===== src/rtl/bcsi_pkg.sv =====
package bcsi_pkg;

  // defaults for the top-level parameters
  localparam int MAX_CLUSTERS_DEF = 256;
  localparam int MAX_VECTORS_DEF  = 65536;

  // fixed field widths
  localparam int KIND_W   = 2;
  localparam int LABEL_W  = 11;
  localparam int CID_W    = 8;
  localparam int STATUS_W = 2;
  localparam int ROW_W    = 16;
  localparam int START_W  = 17;
  localparam int COUNT_W  = 17;
  localparam int CFG_W    = 9;

  localparam logic [CFG_W-1:0] CFG_RESET = 9'd256;

  // request kinds
  localparam logic [KIND_W-1:0] KIND_COUNT = 2'd0;
  localparam logic [KIND_W-1:0] KIND_PLACE = 2'd1;
  localparam logic [KIND_W-1:0] KIND_READ  = 2'd2;
  localparam logic [KIND_W-1:0] KIND_CLEAR = 2'd3;

  // result status codes
  localparam logic [STATUS_W-1:0] ST_OK    = 2'd0;
  localparam logic [STATUS_W-1:0] ST_RANGE = 2'd1;
  localparam logic [STATUS_W-1:0] ST_SAT   = 2'd2;

  // controller to datapath
  typedef struct packed {
    logic capture;       // latch the accepted request
    logic ctr_zero;      // rewind sweep counter and running offset
    logic clr_step;      // zero one histogram entry
    logic pre_issue;     // prefix pass: fetch next count
    logic pre_write;     // prefix pass: store start and cursor
    logic acc_rd;        // fetch the entries of the request
    logic commit;        // update tables and load result register
    logic offsets_ready; // starts and cursors hold valid data
  } cmd_t;

  // datapath to controller
  typedef struct packed {
    logic ctr_last;      // sweep counter on the final entry
    logic wr_last;       // prefix pass writing the final entry
  } sts_t;

endpackage


===== src/rtl/bcsi_ctrl.sv =====
module bcsi_ctrl (
  input  logic                              clk,
  input  logic                              rst_n,
  input  logic                              in_valid,
  input  logic [bcsi_pkg::KIND_W-1:0]       in_kind,
  input  logic                              out_stall,
  input  bcsi_pkg::sts_t                    sts,
  output logic                              in_stall,
  output logic                              out_valid,
  output bcsi_pkg::cmd_t                    cmd
);

  typedef enum logic [2:0] {
    S_INIT,
    S_IDLE,
    S_CLR,
    S_PRE_FIRST,
    S_PRE,
    S_ACC,
    S_COMMIT
  } state_t;

  state_t state_r, state_nxt;
  logic   out_valid_r, out_valid_nxt;
  logic   ready_r, ready_nxt;
  logic   accept;
  logic   out_free;

  assign in_stall  = (state_r != S_IDLE);
  assign out_valid = out_valid_r;
  assign accept    = in_valid && (state_r == S_IDLE);
  assign out_free  = !out_valid_r || !out_stall;

  always_comb begin
    state_nxt         = state_r;
    ready_nxt         = ready_r;
    out_valid_nxt     = out_valid_r && out_stall;
    cmd               = '0;
    cmd.offsets_ready = ready_r;
    unique case (state_r)
      S_INIT: begin
        cmd.clr_step = 1'b1;
        if (sts.ctr_last) begin
          state_nxt = S_IDLE;
        end
      end
      S_IDLE: begin
        if (accept) begin
          cmd.capture  = 1'b1;
          cmd.ctr_zero = 1'b1;
          unique case (in_kind)
            bcsi_pkg::KIND_COUNT: state_nxt = S_ACC;
            bcsi_pkg::KIND_PLACE: state_nxt = ready_r ? S_ACC : S_PRE_FIRST;
            bcsi_pkg::KIND_READ:  state_nxt = S_ACC;
            bcsi_pkg::KIND_CLEAR: begin
              state_nxt = S_CLR;
              ready_nxt = 1'b0;
            end
            default: state_nxt = S_ACC;
          endcase
        end
      end
      S_CLR: begin
        cmd.clr_step = 1'b1;
        if (sts.ctr_last) begin
          state_nxt = S_COMMIT;
        end
      end
      S_PRE_FIRST: begin
        cmd.pre_issue = 1'b1;
        state_nxt     = S_PRE;
      end
      S_PRE: begin
        cmd.pre_write = 1'b1;
        cmd.pre_issue = !sts.wr_last;
        if (sts.wr_last) begin
          ready_nxt = 1'b1;
          state_nxt = S_ACC;
        end
      end
      S_ACC: begin
        cmd.acc_rd = 1'b1;
        state_nxt  = S_COMMIT;
      end
      S_COMMIT: begin
        if (out_free) begin
          cmd.commit    = 1'b1;
          out_valid_nxt = 1'b1;
          state_nxt     = S_IDLE;
        end
      end
      default: state_nxt = S_IDLE;
    endcase
  end

  always_ff @(posedge clk) begin
    if (!rst_n) begin
      state_r     <= S_INIT;
      out_valid_r <= 1'b0;
      ready_r     <= 1'b0;
    end else begin
      state_r     <= state_nxt;
      out_valid_r <= out_valid_nxt;
      ready_r     <= ready_nxt;
    end
  end

endmodule


===== config.mk =====
export PLATFORM = sky130hd
export DESIGN_NAME = bcsi_ctrl
export DESIGN_NICKNAME = d
export VERILOG_FILES = /design/src/rtl/bcsi_pkg.sv /design/src/rtl/bcsi_ctrl.sv
export SDC_FILE = /design/constraint.sdc
export NUM_CORES = 1
export LEC_CHECK = 0
export ABC_AREA = 1
export BUFFER_PORTS_ARGS = -buffer_cell sky130_fd_sc_hd__buf_4
export CORE_AREA = 5 5 42 44
export CTS_BUF_LIST = sky130_fd_sc_hd__clkbuf_4
export DETAILED_ROUTE_END_ITERATION = 8
export DIE_AREA = 0 0 47 49
export HOLD_SLACK_MARGIN = 0.02
export PLACE_DENSITY = 0.61
export SLEW_MARGIN = 40
export SYNTH_ARGS = -nofsm -noshare
export SYNTH_HDL_FRONTEND = slang
export SYNTH_SLANG_ARGS = --single-unit
export TNS_END_PERCENT = 100

===== constraint.sdc =====
create_clock -name clk -period 1.52 [get_ports clk]
set_clock_uncertainty 0.2 [all_clocks]
set_input_delay 0.152 -clock clk [delete_from_list [all_inputs] [get_ports clk]]
set_output_delay 0.152 -clock clk [all_outputs]
set_load 0.01 [all_outputs]

# ---- Yosys cells after proc, flatten, opt, wreduce, memory -nomap -nowiden
# Cells that the tools add are included.
# Widths: inputs -> output; s select.
dict set report op_classes {
  eq_ne 16
  muxes 22
  reduce_logical 13
}
# cell n
set op_table {}
lappend op_table {{$pmux 3 s7} 1}
lappend op_table {{$mux 3} 6}
lappend op_table {{$mux 1} 10}
lappend op_table {{$ne 2x2->1 const B} 5}
lappend op_table {{$eq 3x3->1 const B} 3}
lappend op_table {{$pmux 3 s3} 1}
lappend op_table {{$eq 3x2->1 const B} 2}
lappend op_table {{$reduce_and 5->1} 1}
lappend op_table {{$eq 2x2->1 const B} 2}
lappend op_table {{$mux 2} 2}
lappend op_table {{$pmux 1 s2} 2}
lappend op_table {{$reduce_and 4->1} 1}
lappend op_table {{$reduce_or 2->1} 2}
lappend op_table {{$eq 3x1->1 const B} 1}
lappend op_table {{$logic_not 1->1} 3}
lappend op_table {{$logic_not 3->1} 1}
lappend op_table {{$ne 3x1->1 const B} 1}
lappend op_table {{$eq 2x1->1 const B} 1}
lappend op_table {{$logic_and 1x1->1} 2}
lappend op_table {{$logic_not 2->1} 1}
lappend op_table {{$ne 2x1->1 const B} 1}
lappend op_table {{$reduce_bool 2->1} 1}
lappend op_table {{$logic_or 1x1->1} 1}
dict set report totals {
  register_bits 5
  in_bits 8
  out_inout_bits 10
  elab_cells 54
}

# ---- Logic depth before layout (Yosys ltp)
# Gate-level depths: netlist (run 1).
dict set report depth {
  depth_word 5
  depth_mapped 8
  mapped_depth_nobuf 8
}

# ---- Worst setup path before layout (run 1)
# No wires, ideal clock.
dict set report synth_timing {
  kind {register to register}
  from {register state_r[2]}
  to {register state_r[1]}
  setup_time_ps 113
  arrival_time_ps 1010
  required_ps 1207
  path_slack_ps 197
  stages_incl_launch_ff 8
  path_buffers 1
  period_less_slack_ps 1323
  cell_sequence {dfxtp_1 clkbuf_8 nor2_1 nand2_1 o21ai_1 nor2_2 nor2_1 nor2_1}
}
dict set report synth_between {
  elab_chain_len 4
  word_cells_on_any_way 15
  classes_between {11 x eq/ne; 1 x mux; 3 x reduce/logical}
}
# element line
set synth_rtl {}
lappend synth_rtl {{start: declaration} bcsi_ctrl.sv:23} ;# state_t state_r, state_nxt;
lappend synth_rtl {{start signal: assignment} bcsi_ctrl.sv:102} ;# state_r <= state_nxt;
lappend synth_rtl {{$eq 3x1->1} {bcsi_ctrl.sv:31, bcsi_ctrl.sv:40}}
lappend synth_rtl {{$logic_and 1x1->1} bcsi_ctrl.sv:31} ;# assign accept = in_valid && (state_r == S_IDLE);
lappend synth_rtl {{$ne 2x2->1 (no line)} --}
lappend synth_rtl {{$reduce_and 5->1 (no line)} --}
# Several ways; a longest one is shown, not always the timed one.
# A chain may end at the register's enable or synchronous reset.

==> results of run 1 <==
==> per-layer routing <==
layer  track usage (%)  part of all wire, %
met3              6.27                   12
met5                 0                    0
met2              13.1                   43
met4              2.76                    0
met1              12.6                   45
==> final cells by class <==
type,instances,area (µm²),area share [%]
well taps,16,20.0,3.33
flip-flops and latches,5,109,18.1
repair buffers,21,165,27.5
inverters,11,43.8,7.29
multi-input cells,47,233,38.7
clock buffers,4,30.0,5.00
==> synth_stat cells (all sizes together) <==
cell / instances
xnor2: 1
clkbuf: 1
nor3: 1
nand3: 4
nand3b: 1
o21ai: 2
inv: 11
buf: 3
nand2: 21
nor2: 10
a21oi: 6
o31ai: 1
dfxtp: 5
==> registers in the layout, summed over array words and instances, names as in the netlist <==
register,flops
out_valid,1
state_r,3
ready_r,1
==> critical path, delay by kind of cell (launching register included) <==
kind	cells	cell delay [ns]
flip-flops	1	0.37
AND/OR/NAND/NOR	3	0.24
buffers and inverters	3	0.25
==> what timing repair did <==
action                                  4_1_cts  5_1_grt
gates resized for setup                       6        4
cloned                                        0        0
setup buffers                                 1        0
hold buffers                                  3        0
endpoints found under the hold margin         5        0
pin swaps                                     1        2
endpoints found under the setup margin        4        5
==> per-stage QoR <==
step,TNS [ns],cells
6_report,0,104
5_1_grt,-0.104,104
4_1_cts,0,104
3_5_place_dp,0,96
3_3_place_gp,0,96
2_1_floorplan,0,67
==> where the power goes <==
| part | total (µW) | internal [µW] | switching [µW] |
|---|---|---|---|
| registers | 303 | 202 | 102 |
| logic | 648 | 299 | 349 |
| clock network | 173 | 117 | 55.9 |
| total | 1120 | 618 | 507 |
==> logic make-up (layout without fill, tap and decap cells) <==
kind of cell	after synthesis	in the layout	share of synthesized area (%)
compound gates	9	9	11.8
xor+xnor	1	1	2.18
buf+inv	15	36	19.3
flops	5	5	24.9
simple gates	37	37	41.7
==> how the worst max path moves through the flow <==
stage	from	endpoint	slack, ns	cells after the start
after floorplan	state_r[2]	state_r[1]	0.20	7
after global placement	state_r[2]	state_r[1]	0.11	7
after detailed placement	state_r[2]	state_r[1]	0.06	7
after CTS	state_r[1]	cmd[6]	0.0007	6
after global routing	state_r[1]	cmd[7]	-0.03	6
final	state_r[1]	cmd[6]	0.06	6
==> results.py, run 1 <==
metrics = {
    "synthesis": {
        "synth.cell_area_um2": 402,
        "synth-seq-cells": 5,
        "syn_nets": 75,
        "ys_seq_area_share_pct": 24.9,
        "yosys_warnings": 0,
        "synth.avg_cell_area_um2": 5.99,
        "synthCells": 67,
        "synth_area_leaders": "dfxtp_1 (25%), nand2_1 (19%), inv_1 (8.4%), a21oi_1 (7.5%), nor2_1 (6.5%)",
        "synth_top_area_cell": "dfxtp_1",
        "synth_top_area_share_pct": 24.9,
        "yosys.cell_types.count": 18,
    },
    "routing": {
        "final_antenna_net_count": 0,
        "first_pass_iters": 2,
        "vias": 457,
        "drc": 0,
        "routed_wl_um": 975,
        "viasPerCell": 4.39,
        "avgRoutedWirePerCell_um": 9.38,
        "drt_iter0_drc": 4,
    },
    "hold_path": {
        "min-delay-start": "in_kind[1]",
        "hold_depth": 4,
        "hold_class": "input pin to flip-flop",
        "worstHoldEndpoint": "ready_r",
    },
    "floorplanning": {
        "fp.dieW_um": 47,
        "io_pins": 18,
        "core_area_um2": 1400,
        "die_area_um2": 2300,
        "dieHeight_um": 49,
        "start_util_pct": 28.7,
        "rows": 14,
    },
    "clocking": {
        "clock-root-buffer": "clkbuf_4",
        "cts.sinks": 5,
        "path_clk_slew_ns": 0.04,
        "clockBufferDepth": 2,
        "htreeDepth": 1,
        "cts_tree": "done",
        "numCtsBuffers": 3,
        "clk_latency_ns": 0.24,
    },
    "cells_and_area": {
        "syn_to_final_growth_pct": 49.5,
        "antennaDiodeCount": 0,
        "nFillCells": 169,
        "fin_area_um2": 601,
        "layout_commonest_cell": "nand2_1",
        "layout-drive-gt1-share_pct": 42.0,
        "fin_nets": 97,
        "final_core_util_pct": 42.9,
        "layout_common_cells": "nand2_1 (19), buf_4 (18), inv_1 (8)",
    },
    "global_route": {
        "grt_pass1_vias": 410,
        "antenna_found_initial": 0,
        "grt_remaining_overflow": 0,
        "grt_usage_pct": 9.73,
        "grt_pass1_wl_um": 1660,
        "grt_start_max_net_pins": 11,
    },
    "timing": {
        "slew_violations": 0,
        "fin_crit_sh_pct": 95.8,
        "fmax_mhz": 687,
        "worst_slack_ns": 0.0639,
        "tightestPinTransition_ns": 0.200,
        "rsz0062_at_grt": "true",
        "hold_viol": 0,
        "setup_violations": 0,
        "post-route-min-period_ns": 1.46,
        "whs_ns": 0.105,
        "relSlewSlack_pct": 86.6,
    },
    "power": {
        "p_leak_uw": 0.000317,
        "powerDensity_nw_per_um2": 1870,
        "power_uw": 1120,
        "vdd.ir_drop.worst_mv": 0.973,
    },
    "run": {
        "maxCapViolCount": 0,
    },
    "setup_path": {
        "cp.arrival_ns": 1.10,
        "r2r-start": "state_r[0]",
        "crit_chain": "inv_4 -> nand2_2 -> nor2_2 -> nand2_1 -> inv_1 -> buf_4",
        "cp_slowest_cell": "dfxtp_4",
        "crit_required_ns": 1.17,
        "end_kind": "output pin",
        "rr_worst_depth": 8,
        "start_kind": "flip-flop",
        "critPathKind": "flip-flop to output pin",
        "worstReg2RegEnd": "state_r[2]",
        "reg2reg_setup_slack_ns": 0.20,
        "worstPathMaxFanout": 6,
        "crit_path_max_incr_delay_ns": 0.37,
    },
    "placed_design": {
        "hpwl_um": 777,
        "port_buffers": 17,
        "post_dp_cell_area_um2": 513,
        "place_ws_ns": 0.0637,
        "place_congestion": 0.840,
    },
    "run_status": {
        "status": "finished clean",
    },
}
Power figures use the tool's default switching activity.
==> run 2, diff against run 1 <==
clock period = 1.6 ns   (was 1.52 ns; I/O delays follow)
==> results.py, run 2 (synthesized netlist as in run 1, its figures left out) <==
metrics = {
    "setup_path": {
        "cpMostUsedCell": "inv_2",
        "cpLargestDelayFamily": "flip-flops",
        "start_kind": "flip-flop",
        "end_kind": "output pin",
        "reg2reg_setup_slack_ns": 0.28,
        "worstPathMaxFanout": 6,
        "cp_slowest_cell": "dfxtp_4",
        "rr_worst_depth": 8,
        "cp.arrival_ns": 1.15,
        "critPathKind": "flip-flop to output pin",
        "r2r-start": "state_r[0]",
        "worstReg2RegEnd": "state_r[2]",
        "crit_required_ns": 1.24,
        "crit_path_max_incr_delay_ns": 0.37,
        "crit_chain": "inv_2 -> nand2_2 -> nor2_2 -> nand2_1 -> inv_2 -> buf_4",
        "cp_num_buf_inv": 3,
    },
    "global_route": {
        "antenna_found_initial": 0,
        "grt_start_max_net_pins": 11,
        "grt_pass1_vias": 419,
        "grt_pass1_wl_um": 1680,
        "grt_remaining_overflow": 0,
        "grt_usage_pct": 10.1,
    },
    "cells_and_area": {
        "fin_nets": 95,
        "antennaDiodeCount": 0,
        "layout_commonest_cell": "nand2_1",
        "final_core_util_pct": 41.0,
        "layout-drive-gt1-share_pct": 43.0,
        "syn_to_final_growth_pct": 43.0,
        "nFillCells": 171,
        "largest_reg_flops": 3,
        "multi_input_area_um2": 229,
        "layout_common_cells": "nand2_1 (19), buf_4 (18), inv_1 (7)",
        "regMostFlops": "state_r",
        "final-seq-area_um2": 109,
    },
    "floorplanning": {
        "dieHeight_um": 49,
        "core_area_um2": 1400,
        "start_util_pct": 28.7,
        "io_pins": 18,
        "die_area_um2": 2300,
        "rows": 14,
        "fp.dieW_um": 47,
    },
    "clocking": {
        "path_clk_slew_ns": 0.04,
        "cts_tree": "done",
        "htreeDepth": 1,
        "clock-root-buffer": "clkbuf_4",
        "clockBufferDepth": 2,
        "numCtsBuffers": 3,
        "clk_latency_ns": 0.25,
        "cts.sinks": 5,
    },
    "hold_path": {
        "worstHoldEndpoint": "state_r[0]",
        "min-delay-start": "in_valid",
        "hold_depth": 4,
        "hold_class": "input pin to flip-flop",
    },
    "run_status": {
        "status": "finished clean",
    },
    "power": {
        "swShare_pct": 45.3,
        "clockPowerShare_pct": 15.5,
        "power_switching_uw": 482,
        "powerDensity_nw_per_um2": 1850,
        "p_seq_share_pct": 26.8,
        "vdd.ir_drop.worst_mv": 0.847,
        "p_leak_uw": 0.000305,
        "p_comb_share_pct": 57.7,
        "internal_power_uw": 582,
    },
    "routing": {
        "final_antenna_net_count": 0,
        "drt_iter0_drc": 3,
        "drc": 0,
        "vias": 439,
        "avgRoutedWirePerCell_um": 9.27,
        "viasPerCell": 4.30,
        "routed_wl_um": 946,
        "first_pass_iters": 4,
    },
    "timing": {
        "fin_crit_sh_pct": 94.2,
        "tightestPinTransition_ns": 0.217,
        "setup_violations": 0,
        "relSlewSlack_pct": 85.4,
        "post-route-min-period_ns": 1.51,
        "fmax_mhz": 664,
        "setup_tns_ns": 0,
        "rsz0062_at_grt": "false",
        "hold_viol": 0,
        "slew_violations": 0,
        "worst_slack_ns": 0.0932,
    },
    "run": {
        "maxCapViolCount": 0,
    },
    "placed_design": {
        "place_congestion": 0.841,
        "place_ws_ns": 0.148,
        "port_buffers": 17,
        "hpwl_um": 799,
    },
}
[run 2: cell types whose count changed in the layout (fill, tap and decap cells not counted), sizes merged]
cell	before	now
dlygate4sd3	3	1
[run 2: cell type report]
class                           instances  share of cell area, %
Inverter                               11                   7.19
Tap cell                               16                   3.49
Clock buffer                            4                   5.23
Sequential cell                         5                   19.0
Timing Repair Buffer                   19                   25.3
Multi-Input combinational cell         47                   39.9
[run 2: worst register-to-register path: cells and delay by family, from the launching register on]
family,cells,cell delay [ns]
AO/OA/AOI/OAI,1,0.11
buffers and inverters,2,0.12
flip-flops,1,0.39
AND/OR/NAND/NOR,5,0.42
[run 2: how the worst max path moves through the flow]
| stage | slack (ns) | from | depth (start not counted) | to |
|---|---|---|---|---|
| final | 0.09 | state_r[1] | 6 | cmd[7] |
| after global routing | 0.02 | state_r[1] | 6 | cmd[6] |
| after CTS | 0.03 | state_r[0] | 5 | cmd[7] |
| after detailed placement | 0.15 | state_r[2] | 7 | state_r[1] |
| after global placement | 0.19 | state_r[2] | 7 | state_r[1] |
| after floorplan | 0.28 | state_r[2] | 7 | state_r[1] |
[run 2: layer usage]
| layer | vias to the layer above | track usage, % | wire length [µm] |
|---|---|---|---|
| met5 | - | 0 | 0 |
| met4 | 0 | 4.15 | 8 |
| met3 | 2 | 5.54 | 106 |
| met2 | 16 | 12.9 | 400 |
| met1 | 180 | 13.8 | 430 |
| li1 | 241 | - | - |
[run 2: power groups by stage]
| stage | logic [µW] | registers, µW | clock network (µW) |
|---|---|---|---|
| after CTS | 597 | 266 | 171 |
| after detailed placement | 589 | 258 | 0 |
| final | 613 | 286 | 165 |
| after global routing | 696 | 302 | 185 |
| after global placement | 583 | 256 | 0 |
| after floorplan | 483 | 216 | 0 |
[run 2: what timing repair did]
action	in CTS	in global routing
hold buffers	1	0
gates resized for setup	3	6
setup buffers	0	1
endpoints found under the setup margin	4	4
pin swaps	0	2
endpoints found under the hold margin	4	0
[run 2: metrics by stage]
| step | cells | power (µW) | area [µm²] | hold slack (ns) |
|---|---|---|---|---|
| global route | 102 | 1180 | 574 | 0.0391 |
| finish | 102 | 1060 | 574 | 0.0213 |
| global placement | 96 | 839 | 513 | 0.196 |
| detailed placement | 96 | 847 | 513 | 0.216 |
| CTS | 101 | 1030 | 558 | 0.0227 |
| floorplan | 67 | 699 | 402 | 0.0805 |
